==> config.mk <==
export PLATFORM = sky130hd
export DESIGN_NAME = assembly_lexer_state_machine_core
export DESIGN_NICKNAME = d
export VERILOG_FILES = /design/src/design/alsm_pkg.sv /design/src/design/assembly_lexer_state_machine_core.sv /design/src/design/alsm_front.sv /design/src/design/alsm_queue.sv /design/src/design/alsm_back.sv
export SDC_FILE = /design/constraint.sdc
export NUM_CORES = 1
export LEC_CHECK = 0
export ABC_AREA = 1
export BUFFER_PORTS_ARGS = -buffer_cell sky130_fd_sc_hd__buf_2
export CORE_ASPECT_RATIO = 1.1
export CORE_UTILIZATION = 65
export CTS_CLUSTER_DIAMETER = 60
export DETAILED_ROUTE_END_ITERATION = 12
export PLACE_DENSITY = 0.84
export SLEW_MARGIN = 0
export SYNTH_ARGS = -nofsm -noshare
export SYNTH_HDL_FRONTEND = slang
export SYNTH_SLANG_ARGS = --single-unit
==> constraint.sdc <==
create_clock -name i_clk -period 6 [get_ports i_clk]
set_input_delay 0.6 -clock i_clk [delete_from_list [all_inputs] [get_ports i_clk]]
set_output_delay 0.6 -clock i_clk [all_outputs]
set_load 0.05 [all_outputs]
==> src/design/alsm_pkg.sv <==
// Shared types, character codes and helpers for the assembly lexer state machine.
package alsm_pkg;

    localparam int LINE_BITS   = 16;
    localparam int COLUMN_BITS = 16;
    localparam int REPORT_BITS = 16;

    localparam logic [7:0] CH_NL    = 8'h0A;
    localparam logic [7:0] CH_TAB   = 8'h09;
    localparam logic [7:0] CH_CR    = 8'h0D;
    localparam logic [7:0] CH_SPACE = 8'h20;
    localparam logic [7:0] CH_COMMA = 8'h2C;
    localparam logic [7:0] CH_SEMI  = 8'h3B;
    localparam logic [7:0] CH_LOW_X = 8'h78;
    localparam logic [7:0] CH_UP_R  = 8'h52;
    localparam logic [7:0] CH_AT    = 8'h40;
    localparam logic [7:0] CH_HASH  = 8'h23;
    localparam logic [7:0] CH_UNDER = 8'h5F;
    localparam logic [7:0] CH_ZERO  = 8'h30;
    localparam logic [7:0] CH_NINE  = 8'h39;
    localparam logic [7:0] CH_UP_A  = 8'h41;
    localparam logic [7:0] CH_UP_F  = 8'h46;
    localparam logic [7:0] CH_UP_Z  = 8'h5A;
    localparam logic [7:0] CH_LOW_A = 8'h61;
    localparam logic [7:0] CH_LOW_F = 8'h66;
    localparam logic [7:0] CH_LOW_Z = 8'h7A;

    typedef enum logic [3:0] {
        LS_NIL = 4'd0,
        LS_CMT = 4'd1,
        LS_ERR = 4'd2,
        LS_IDN = 4'd3,
        LS_RGT = 4'd4,
        LS_REG = 4'd5,
        LS_SEP = 4'd6,
        LS_IMT = 4'd7,
        LS_IMM = 4'd8,
        LS_LBT = 4'd9,
        LS_LBL = 4'd10,
        LS_ZER = 4'd11,
        LS_ADT = 4'd12,
        LS_ADR = 4'd13
    } t_lex_state;

    typedef enum logic [2:0] {
        ER_NONE = 3'd0,
        ER_IDN  = 3'd1,
        ER_IMM  = 3'd2,
        ER_LBL  = 3'd3,
        ER_ADR  = 3'd4,
        ER_UNK  = 3'd5
    } t_err_code;

    typedef enum logic [3:0] {
        CC_NL,
        CC_SEMI,
        CC_WS,
        CC_R,
        CC_AT,
        CC_HASH,
        CC_UNDER,
        CC_ZERO,
        CC_DIGIT,
        CC_X,
        CC_HEX,
        CC_ALPHA,
        CC_UNK
    } t_char_class;

    typedef struct packed {
        t_char_class             cls;
        logic [REPORT_BITS-1:0]  line;
        logic [REPORT_BITS-1:0]  col;
    } t_front_beat;

    typedef struct packed {
        t_lex_state              state;
        t_err_code               err;
        logic [REPORT_BITS-1:0]  line;
        logic [REPORT_BITS-1:0]  col;
    } t_result;

    function automatic logic [REPORT_BITS-1:0] f_clip(input logic [31:0] v);
        logic [31:0] top;
        top = 32'((64'd1 << REPORT_BITS) - 64'd1);
        return (v > top) ? REPORT_BITS'(top) : v[REPORT_BITS-1:0];
    endfunction

endpackage

==> src/design/assembly_lexer_state_machine_core.sv <==
// Top level of the assembly lexer state machine: front, beat queue and back.
//
//  channel   handshake        beat fields
//  input     push / full      i_char_in
//  result    empty / pop      o_lex_state, o_error_code, o_line_number, o_column_number
//
// One character per cycle sustained while full stays low; a result passes through
// the beat queue, then the result queue, before it is on the result ports.
// Synchronous active-low reset: state nil, line and column zero, queues empty.
// Result stalls fill the two-entry result queue, then the two-entry beat queue,
// after which full rises.
module assembly_lexer_state_machine_core (
    input  logic        i_clk,
    input  logic        i_rst_n,
    input  logic        push,
    output logic        full,
    input  logic [7:0]  i_char_in,
    output logic        empty,
    input  logic        pop,
    output logic [3:0]  o_lex_state,
    output logic [2:0]  o_error_code,
    output logic [15:0] o_line_number,
    output logic [15:0] o_column_number
);
    import alsm_pkg::*;

    logic        w_wr;
    t_front_beat w_fbeat;
    t_front_beat w_qbeat;
    logic        w_q_empty;
    logic        w_take;
    t_result     w_res;

    alsm_front u_front (
        .i_clk     (i_clk),
        .i_rst_n   (i_rst_n),
        .i_push    (push),
        .i_char_in (i_char_in),
        .i_full    (full),
        .o_wr      (w_wr),
        .o_beat    (w_fbeat)
    );

    alsm_queue u_queue (
        .i_clk   (i_clk),
        .i_rst_n (i_rst_n),
        .i_wr    (w_wr),
        .i_data  (w_fbeat),
        .o_full  (full),
        .i_rd    (w_take),
        .o_data  (w_qbeat),
        .o_empty (w_q_empty)
    );

    alsm_back u_back (
        .i_clk    (i_clk),
        .i_rst_n  (i_rst_n),
        .i_valid  (!w_q_empty),
        .i_beat   (w_qbeat),
        .o_take   (w_take),
        .o_empty  (empty),
        .i_pop    (pop),
        .o_result (w_res)
    );

    assign o_lex_state     = w_res.state;
    assign o_error_code    = w_res.err;
    assign o_line_number   = w_res.line;
    assign o_column_number = w_res.col;

`ifndef SYNTHESIS
    a_full_has_result: assert property (@(posedge i_clk) disable iff (!i_rst_n)
        full |-> !empty)
        else $error("beat queue full while result queue empty");

    a_err_state: assert property (@(posedge i_clk) disable iff (!i_rst_n)
        (!empty && o_error_code != ER_NONE) |-> o_lex_state == LS_ERR)
        else $error("error code without error state");

    a_no_sep: assert property (@(posedge i_clk) disable iff (!i_rst_n)
        !empty |-> o_lex_state != LS_SEP)
        else $error("separator state entered");

    a_take_needs_beat: assert property (@(posedge i_clk) disable iff (!i_rst_n)
        w_take |-> !w_q_empty)
        else $error("back took a beat from an empty queue");
`endif

endmodule

==> src/design/alsm_front.sv <==
// Front end: classifies each character and stamps it with its line and column.
module alsm_front (
    input  logic                   i_clk,
    input  logic                   i_rst_n,
    input  logic                   i_push,
    input  logic [7:0]             i_char_in,
    input  logic                   i_full,
    output logic                   o_wr,
    output alsm_pkg::t_front_beat  o_beat
);
    import alsm_pkg::*;

    logic [LINE_BITS-1:0]   r_line;
    logic [LINE_BITS-1:0]   n_line;
    logic [COLUMN_BITS-1:0] r_col;
    logic [COLUMN_BITS-1:0] n_col;
    logic                   w_acc;
    t_char_class            w_cls;

    assign w_acc = i_push && !i_full;
    assign o_wr  = w_acc;

    always_comb begin
        if (i_char_in == CH_NL) begin
            w_cls = CC_NL;
        end else if (i_char_in == CH_SEMI) begin
            w_cls = CC_SEMI;
        end else if (i_char_in == CH_SPACE || i_char_in == CH_TAB ||
                     i_char_in == CH_CR || i_char_in == CH_COMMA) begin
            w_cls = CC_WS;
        end else if (i_char_in == CH_UP_R) begin
            w_cls = CC_R;
        end else if (i_char_in == CH_AT) begin
            w_cls = CC_AT;
        end else if (i_char_in == CH_HASH) begin
            w_cls = CC_HASH;
        end else if (i_char_in == CH_UNDER) begin
            w_cls = CC_UNDER;
        end else if (i_char_in == CH_ZERO) begin
            w_cls = CC_ZERO;
        end else if (i_char_in > CH_ZERO && i_char_in <= CH_NINE) begin
            w_cls = CC_DIGIT;
        end else if (i_char_in == CH_LOW_X) begin
            w_cls = CC_X;
        end else if ((i_char_in >= CH_UP_A && i_char_in <= CH_UP_F) ||
                     (i_char_in >= CH_LOW_A && i_char_in <= CH_LOW_F)) begin
            w_cls = CC_HEX;
        end else if ((i_char_in >= CH_UP_A && i_char_in <= CH_UP_Z) ||
                     (i_char_in >= CH_LOW_A && i_char_in <= CH_LOW_Z)) begin
            w_cls = CC_ALPHA;
        end else begin
            w_cls = CC_UNK;
        end
    end

    always_comb begin
        o_beat.cls  = w_cls;
        o_beat.line = f_clip(32'(r_line));
        o_beat.col  = f_clip(32'(r_col));
    end

    always_comb begin
        n_line = r_line;
        n_col  = r_col;
        if (w_acc) begin
            if (w_cls == CC_NL) begin
                n_line = (r_line == '1) ? r_line : r_line + 1'b1;
                n_col  = '0;
            end else begin
                n_col  = (r_col == '1) ? r_col : r_col + 1'b1;
            end
        end
    end

    always_ff @(posedge i_clk) begin
        if (!i_rst_n) begin
            r_line <= '0;
            r_col  <= '0;
        end else begin
            r_line <= n_line;
            r_col  <= n_col;
        end
    end

endmodule

==> src/design/alsm_queue.sv <==
// Two-entry queue of classified beats between front and back.
module alsm_queue (
    input  logic                   i_clk,
    input  logic                   i_rst_n,
    input  logic                   i_wr,
    input  alsm_pkg::t_front_beat  i_data,
    output logic                   o_full,
    input  logic                   i_rd,
    output alsm_pkg::t_front_beat  o_data,
    output logic                   o_empty
);
    import alsm_pkg::*;

    t_front_beat r_mem [2];
    logic        r_wr_ptr;
    logic        r_rd_ptr;
    logic [1:0]  r_cnt;
    logic [1:0]  n_cnt;
    logic        w_wr;
    logic        w_rd;

    assign o_full  = (r_cnt == 2'd2);
    assign o_empty = (r_cnt == 2'd0);
    assign o_data  = r_mem[r_rd_ptr];
    assign w_wr    = i_wr && !o_full;
    assign w_rd    = i_rd && !o_empty;

    always_comb begin
        case ({w_wr, w_rd})
            2'b10:   n_cnt = r_cnt + 2'd1;
            2'b01:   n_cnt = r_cnt - 2'd1;
            default: n_cnt = r_cnt;
        endcase
    end

    always_ff @(posedge i_clk) begin
        if (w_wr) begin
            r_mem[r_wr_ptr] <= i_data;
        end
    end

    always_ff @(posedge i_clk) begin
        if (!i_rst_n) begin
            r_wr_ptr <= 1'b0;
            r_rd_ptr <= 1'b0;
            r_cnt    <= 2'd0;
        end else begin
            r_cnt <= n_cnt;
            if (w_wr) begin
                r_wr_ptr <= !r_wr_ptr;
            end
            if (w_rd) begin
                r_rd_ptr <= !r_rd_ptr;
            end
        end
    end

endmodule

==> src/design/alsm_back.sv <==
// Back end: lexer state machine and two-entry result queue.
module alsm_back (
    input  logic                   i_clk,
    input  logic                   i_rst_n,
    input  logic                   i_valid,
    input  alsm_pkg::t_front_beat  i_beat,
    output logic                   o_take,
    output logic                   o_empty,
    input  logic                   i_pop,
    output alsm_pkg::t_result      o_result
);
    import alsm_pkg::*;

    t_lex_state  r_state;
    t_lex_state  n_state;
    t_err_code   w_err;
    logic        w_start;
    t_result     w_res;
    t_result     r_q [2];
    logic        r_wr_ptr;
    logic        r_rd_ptr;
    logic [1:0]  r_cnt;
    logic [1:0]  n_cnt;
    logic        w_take;
    logic        w_pop;

    assign w_take  = i_valid && (r_cnt != 2'd2);
    assign w_pop   = i_pop && (r_cnt != 2'd0);
    assign o_take  = w_take;
    assign o_empty = (r_cnt == 2'd0);
    assign o_result = r_q[r_rd_ptr];

    assign w_start = (r_state == LS_NIL) || (r_state == LS_SEP) || (r_state > LS_ADR);

    // next state; w_err non-zero forces the error state
    always_comb begin
        n_state = r_state;
        w_err   = ER_NONE;
        if (i_beat.cls == CC_NL) begin
            n_state = LS_NIL;
        end else if (r_state == LS_CMT || r_state == LS_ERR) begin
            n_state = r_state;
        end else if (i_beat.cls == CC_SEMI) begin
            n_state = LS_CMT;
        end else if (r_state == LS_ZER && i_beat.cls == CC_X) begin
            n_state = LS_ADT;
        end else begin
            case (i_beat.cls)
                CC_WS: begin
                    if (r_state == LS_RGT) w_err = ER_IDN;
                    else if (r_state == LS_IMT || r_state == LS_ZER) w_err = ER_IMM;
                    else if (r_state == LS_LBT) w_err = ER_LBL;
                    else if (r_state == LS_ADT) w_err = ER_ADR;
                    else n_state = LS_NIL;
                end
                CC_R: begin
                    if (w_start) n_state = LS_RGT;
                    else if (r_state == LS_RGT || r_state == LS_REG) n_state = LS_IDN;
                    else if (r_state == LS_ADT || r_state == LS_ADR) w_err = ER_ADR;
                    else if (r_state == LS_IMT || r_state == LS_IMM) w_err = ER_IMM;
                    else if (r_state == LS_ZER) w_err = ER_IDN;
                end
                CC_AT, CC_HASH: begin
                    if (w_start) begin
                        n_state = (i_beat.cls == CC_AT) ? LS_LBT : LS_IMT;
                    end else if (r_state == LS_IDN || r_state == LS_RGT ||
                                 r_state == LS_REG || r_state == LS_ZER) begin
                        w_err = ER_IDN;
                    end else if (r_state == LS_IMT || r_state == LS_IMM) begin
                        w_err = ER_IMM;
                    end else if (r_state == LS_LBL || r_state == LS_LBT) begin
                        w_err = ER_LBL;
                    end else begin
                        w_err = ER_ADR;
                    end
                end
                CC_UNDER: begin
                    if (w_start || r_state == LS_IDN || r_state == LS_RGT ||
                        r_state == LS_REG) begin
                        n_state = LS_IDN;
                    end else if (r_state == LS_ZER) begin
                        w_err = ER_IDN;
                    end else if (r_state == LS_IMT || r_state == LS_IMM) begin
                        w_err = ER_IMM;
                    end else if (r_state == LS_LBL || r_state == LS_LBT) begin
                        n_state = LS_LBL;
                    end else begin
                        w_err = ER_ADR;
                    end
                end
                CC_ZERO, CC_DIGIT: begin
                    if (w_start) begin
                        if (i_beat.cls == CC_ZERO) n_state = LS_ZER;
                        else w_err = ER_IDN;
                    end else if (r_state == LS_IDN) begin
                        n_state = LS_IDN;
                    end else if (r_state == LS_RGT || r_state == LS_REG) begin
                        n_state = LS_REG;
                    end else if (r_state == LS_IMT || r_state == LS_IMM) begin
                        n_state = LS_IMM;
                    end else if (r_state == LS_LBT || r_state == LS_LBL) begin
                        n_state = LS_LBL;
                    end else if (r_state == LS_ZER) begin
                        w_err = ER_IMM;
                    end else begin
                        n_state = LS_ADR;
                    end
                end
                CC_X, CC_HEX, CC_ALPHA: begin
                    if (w_start || r_state == LS_IDN || r_state == LS_RGT ||
                        r_state == LS_REG) begin
                        n_state = LS_IDN;
                    end else if (r_state == LS_IMT || r_state == LS_IMM) begin
                        w_err = ER_IMM;
                    end else if (r_state == LS_LBT || r_state == LS_LBL) begin
                        n_state = LS_LBL;
                    end else if (r_state == LS_ZER) begin
                        w_err = ER_IDN;
                    end else if (i_beat.cls == CC_HEX) begin
                        n_state = LS_ADR;
                    end else begin
                        w_err = ER_ADR;
                    end
                end
                default: begin
                    w_err = ER_UNK;
                end
            endcase
            if (w_err != ER_NONE) begin
                n_state = LS_ERR;
            end
        end
    end

    always_comb begin
        w_res.state = n_state;
        w_res.err   = w_err;
        w_res.line  = i_beat.line;
        w_res.col   = i_beat.col;
    end

    always_comb begin
        case ({w_take, w_pop})
            2'b10:   n_cnt = r_cnt + 2'd1;
            2'b01:   n_cnt = r_cnt - 2'd1;
            default: n_cnt = r_cnt;
        endcase
    end

    always_ff @(posedge i_clk) begin
        if (w_take) begin
            r_q[r_wr_ptr] <= w_res;
        end
    end

    always_ff @(posedge i_clk) begin
        if (!i_rst_n) begin
            r_state  <= LS_NIL;
            r_wr_ptr <= 1'b0;
            r_rd_ptr <= 1'b0;
            r_cnt    <= 2'd0;
        end else begin
            r_cnt <= n_cnt;
            if (w_take) begin
                r_state  <= n_state;
                r_wr_ptr <= !r_wr_ptr;
            end
            if (w_pop) begin
                r_rd_ptr <= !r_rd_ptr;
            end
        end
    end

endmodule

# Word-level counts from Yosys, hierarchy flattened
# Memories as Yosys holds them, arrays and structs flattened. A register that Yosys moved wholly into a read port is not among the register bits.
# Cells that the tools add are included.
[totals]
memories = 2
out_inout_bits = 41
ram_bits = 150
reg_bits = 44
[mem_list]
columns = ["name", "depth", "word_bits", "read_ports", "rd_clocked_by_memory_dff", "write_ports", "line", "source"]
rows = [
  ["u_back.r_q", 2, 39, 1, 1, 1, "alsm_back.sv:19", "t_result r_q [2];"],
  ["u_queue.r_mem", 2, 36, 1, 1, 1, "alsm_queue.sv:14", "t_front_beat r_mem [2];"],
]
[classes]
mux = 92
n_eq_ne = 45
n_bitwise = 1
n_lt_le_gt_ge = 9
n_addsub = 6
n_reduce_logical = 50
[ops]
columns = ["operator", "count"]
rows = [
  ["$mux 4", 40],
  ["$mux 3", 35],
  ["$eq 4x4->1 const B", 10],
  ["$eq 8x6->1 const B", 5],
  ["$add 16x1->16 const B", 2],
  ["$eq 16x16->1 const B", 2],
  ["$eq 4x3->1 const B", 8],
  ["$eq 8x7->1 const B", 4],
  ["$le 8x7->1 const B", 4],
  ["$mux 16", 2],
  ["$eq 8x4->1 const B", 3],
  ["$pmux 4 s6", 1],
  ["$logic_or 1x1->1", 19],
  ["$pmux 3 s6", 1],
  ["$eq 4x2->1 const B", 4],
  ["$ge 8x7->1 const B", 2],
  ["$logic_not 4->1", 3],
  ["$logic_and 1x1->1", 11],
  ["$mux 1", 10],
  ["$eq 4x1->1 const B", 2],
  ["$gt 8x6->1 const B", 1],
  ["$le 8x6->1 const B", 1],
  ["$pmux 2 s2", 2],
  ["$eq 2x2->1 const B", 3],
  ["16 further kinds", 28],
]

# Depth between registers and ports, before layout
[logic_depth]
depth_word = 18
mapped_depth = 17
mapped_depth_nobuf = 16

# By module
# A second synthesis with hierarchy kept.
[unflattened]
cells_unflattened = 910
hier_area_um2 = 9366.5
[modules_own_cells]
columns = ["module", "seq_area_each_um2", "area_per_inst_um2", "cells_each", "n_inst"]
rows = [
  ["alsm_back", 2522.4, 4053.9, 372, 1],
  ["alsm_queue", 2262.2, 3000.4, 152, 1],
  ["alsm_front", 640.6, 2308.5, 385, 1],
  ["assembly_lexer_state_machine_core", 0.0, 3.8, 1, 1],
]

# Worst setup path before layout
# OpenSTA, ideal clock, no wires.
[synth_timing]
path_type = "input-to-reg"
startpoint = "input push"
endpoint = "memory u_queue.r_mem[1][0] in the netlist's numbering (enable)"
path_buffers = 0
t_arrival_ps = 2317
path_slack_ps = 3253
path_stages = 2
setup_time_ps = 431
cell_sequence = "o21ai_1 > nor2_1"
[synth_between]
elab_chain_cells = 4
[synth_lines]
columns = ["element", "line", "source"]
rows = [
  ["start, declared", "assembly_lexer_state_machine_core.sv:15", "input logic push,"],
  ["$logic_and 1x1->1", "alsm_front.sv:20", "assign w_acc = i_push && !i_full;"],
  ["$logic_and 1x1->1", "alsm_queue.sv:25", "assign w_wr = i_wr && !o_full;"],
  ["$mux 1", "alsm_queue.sv:37", "if (w_wr) begin"],
  ["$mux 1 (implied by the code)", "alsm_queue.sv:38", "r_mem[r_wr_ptr] <= i_data;"],
  ["end, declared", "alsm_queue.sv:14", ""],
]
# Every way passes these cells.

==> summary.txt <==
Run status
  – Status: completed

Yosys
  – Yosys reg bits: 196
  – Netlist Area Pre-Place: 8915 um2
  – Syn Area/Cell: ~10 um2
  – Count leader, synth: nand2_1
  – Top FF cell, synth: edfxtp_1
  – EDFF count, synth: 150
  – YS warnings: 0
  – Synth area leader: edfxtp_1
  – Top-area cell type share of the netlist area: 0.5053
  – Synth area leaders: edfxtp_1 51%, dfxtp_1 10%, nand2_1 10%
  – Most frequent cells after synthesis: 239 x nand2_1, 150 x edfxtp_1, 80 x nor2_1
  – Gate Count Post-Synth: 886
  – Ys async rst share: 0
  – Post-synthesis net count: about 900
  – Sequential area share after synthesis: 0.6086
  – Synth unique cells: 48

Min path
  – Hold wc startpoint: u_back.r_rd_ptr
  – Hold Path Cell Cnt: 1
  – HP Class: flop to flop

Timing
  – Fin crit period: 2.711 ns
  – Relative slew slack: 0.2574
  – WHS: 0.4528 ns
  – Setup-failing EPs final: 0
  – Fin. max-slew vios: 0
  – Final period util: 0.4518
  – RSZ-0062 raised after global routing: false
  – Max frequency: 0.3689 GHz
  – Final TNS setup: 0 ns
  – Worst slew pin tran: roughly 1.1 ns
  – Final Hold Fails: 0
  – Clk_skew: 0.009166 ns

Worst setup path
  – Worst reg2reg path depth: 14
  – Crit path launch type: flop
  – Arrival time worst endpoint: around 2.1 ns
  – R2r endpoint: u_back.r_q[1][36]
  – Worst Setup Path Type: flop to primary output
  – Worst setup EP type: primary output
  – R2R setup slack: 3.44 ns
  – CP required: between 5 and 6 ns
  – Critical path fanouts, max: 39

Power
  – PD cells: between 500 and 600 nW/um2
  – Peak supply drop: between 400 and 500 uV
  – P_leak: a little under 4 nW

Global route
  – Met3 Use GR: 0.05742
  – Initial antenna violation count: 0
  – Vias in the first global route: 6360
  – Met1 usage: 0.3324
  – GRT Total Usage: 0.2739
  – GRT Max-Usage Layer: met2
  – Grt ovf: 0
  – Met2 Use GR: 0.4738
  – First-pass GRT wire length: 29860 um
  – Largest net degree at the start of global routing: 41

Clock tree
  – Clock Path Buffers: 2
  – Post-CTS Setup Bufs: 0
  – CTS Sinks: 196
  – Post-cts repair resize count: 0
  – Worst-path clk slew: around 0.070 ns
  – Clk Latency, worst-skew pair: 0.43 ns
  – CTS tree: done
  – Root buffer cell: clkbuf_16
  – H-Tree Level Count: 4
  – CTS Buf Count: 17
  – CTS Hold Buffers Added: 0

Placement
  – IO buf count: 52
  – Hpwl dp: 11450 um
  – RePlAce Congestion: a little under 1

Die
  – Top Ports: 53
  – Core area: about 13000 um2
  – Die ar.: 14190 um2
  – Die width: approximately 110 um
  – Rows: 44
  – Height of the die: about 120 um
  – Initial Util: 0.6719

Routing
  – Average wire per standard cell: 15.78 um
  – Antenna Nets Post-Route: 0
  – Initial DRC Count: 575
  – Drt first pass iters: 6
  – Number of remaining DRC errors: 0
  – Vias per cell: 5.643
  – Routed WL: about 18000 um
  – DR vias: between 6000 and 7000

Layout
  – Layout cells sized above 1: 0.1956
  – Fill cells: 900
  – Diode count: 0
  – Nets: between 900 and 1000
  – Layout area overhead: 11.48%

Job
  – Max-Cap Viols: 0
==> critical path, stage by stage, from the launching register on <==
cell and delay (ns):
dfxtp_2 1.01, mux2_2 0.42, buf_2 0.21
==> routing by layer <==
metal | up-vias | share of wire
met5 | - | 0
met4 | 0 | 0.021
met3 | 37 | 0.055
met2 | 208 | 0.51
met1 | 3062 | 0.41
li1 | 3126 | -
==> flip-flops by register name, indices dropped and copies added, names as in the netlist, named ones only <==
| signal | flops |
|---|---|
| u_back.r_state | 4 |
| u_front.r_col | 16 |
| u_back.r_q | 78 |
| u_front.r_line | 16 |
| u_queue.r_wr_ptr | 1 |
| u_queue.r_mem | 72 |
| u_queue.r_cnt | 2 |
| u_back.r_wr_ptr | 1 |
| u_back.r_rd_ptr | 1 |
| u_back.r_cnt | 2 |
| u_queue.r_rd_ptr | 1 |
==> cell type report <==
type | count | area (um2) | share of cell area
Multi-Input combinational cell | 591 | 3129 | 0.3149
Tap cell | 184 | 230.2 | 0.02317
Clock inverter | 12 | 121.4 | 0.01221
Sequential cell | 196 | 5426 | 0.5460
Inverter | 81 | 304.0 | 0.03059
Timing Repair Buffer | 56 | 290.3 | 0.02921
Clock buffer | 20 | 436.7 | 0.04394
==> where the power goes <==
group / total (W) / switching [W] / internal [W]
Combinational: 0.00215 / 0.00160 / 0.000555
Sequential: 0.00204 / 0.000147 / 0.00189
Clock: 0.00108 / 0.000501 / 0.000582
Total: 0.00527 / 0.00224 / 0.00303
==> worst max path at each step <==
stage                            start                   to  slack (ns)  cells after the start
after floorplan                   push  u_queue.r_mem[1][0]        3.25                      2
after global placement    i_char_in[6]    u_front.r_col[13]        3.50                      8
after detailed placement  i_char_in[6]    u_front.r_col[13]        3.45                      8
after CTS                         flop     o_line_number[3]        3.26                      2
after global routing              flop   o_column_number[0]        3.19                      2
final                             flop   o_column_number[0]        3.29                      2
==> stage by stage <==
stage / instances / worst slack, ns / total power [W] / area, um2 / utilization
2_1_floorplan: 886 / 3.253 / 0.003711 / 8915 / -
3_3_place_gp: 1108 / 3.495 / 0.004151 / 9380 / 0.7070
3_5_place_dp: 1108 / 3.449 / 0.004190 / 9380 / 0.7070
4_1_cts: 1140 / 3.263 / 0.005278 / 9938 / 0.7491
5_1_grt: 1140 / 3.188 / 0.005558 / 9938 / 0.7491
6_report: 1140 / 3.289 / 0.005274 / 9938 / 0.7491
==> placed cells by master, fill, tap and decap left out, drive strengths merged <==
cell and count:
a21boi 1, a21oi 36, a311oi 1, a31o 2, a31oi 3, and3 3
buf 56, bufinv 1, clkbuf 20, clkinv 3, clkinvlp 3, dfxtp 46
edfxtp 150, ha 4, inv 86, mux2 39, nand2 265, nand3 41
nand3b 2, nand4 14, nor2 93, nor3 18, nor3b 4, nor4 3
o2111ai 1, o211ai 2, o21a 2, o21ai 38, o21ba 1, o21bai 2
o221a 1, o221ai 1, o22ai 2, o31ai 2, or2 1, xnor2 4
xor2 5
==> logic make-up after synthesis <==
kind of cell,synth area share
adder cells (fa/ha/maj),0.005614
XOR/XNOR,0.008841
multiplexers,0.04926
flip-flops,0.6086
buffers and inverters,0.04379
AND/OR/NAND/NOR,0.2219
AO/OA/AOI/OAI,0.06204
Note: power is estimated with default switching activity, not from simulation.
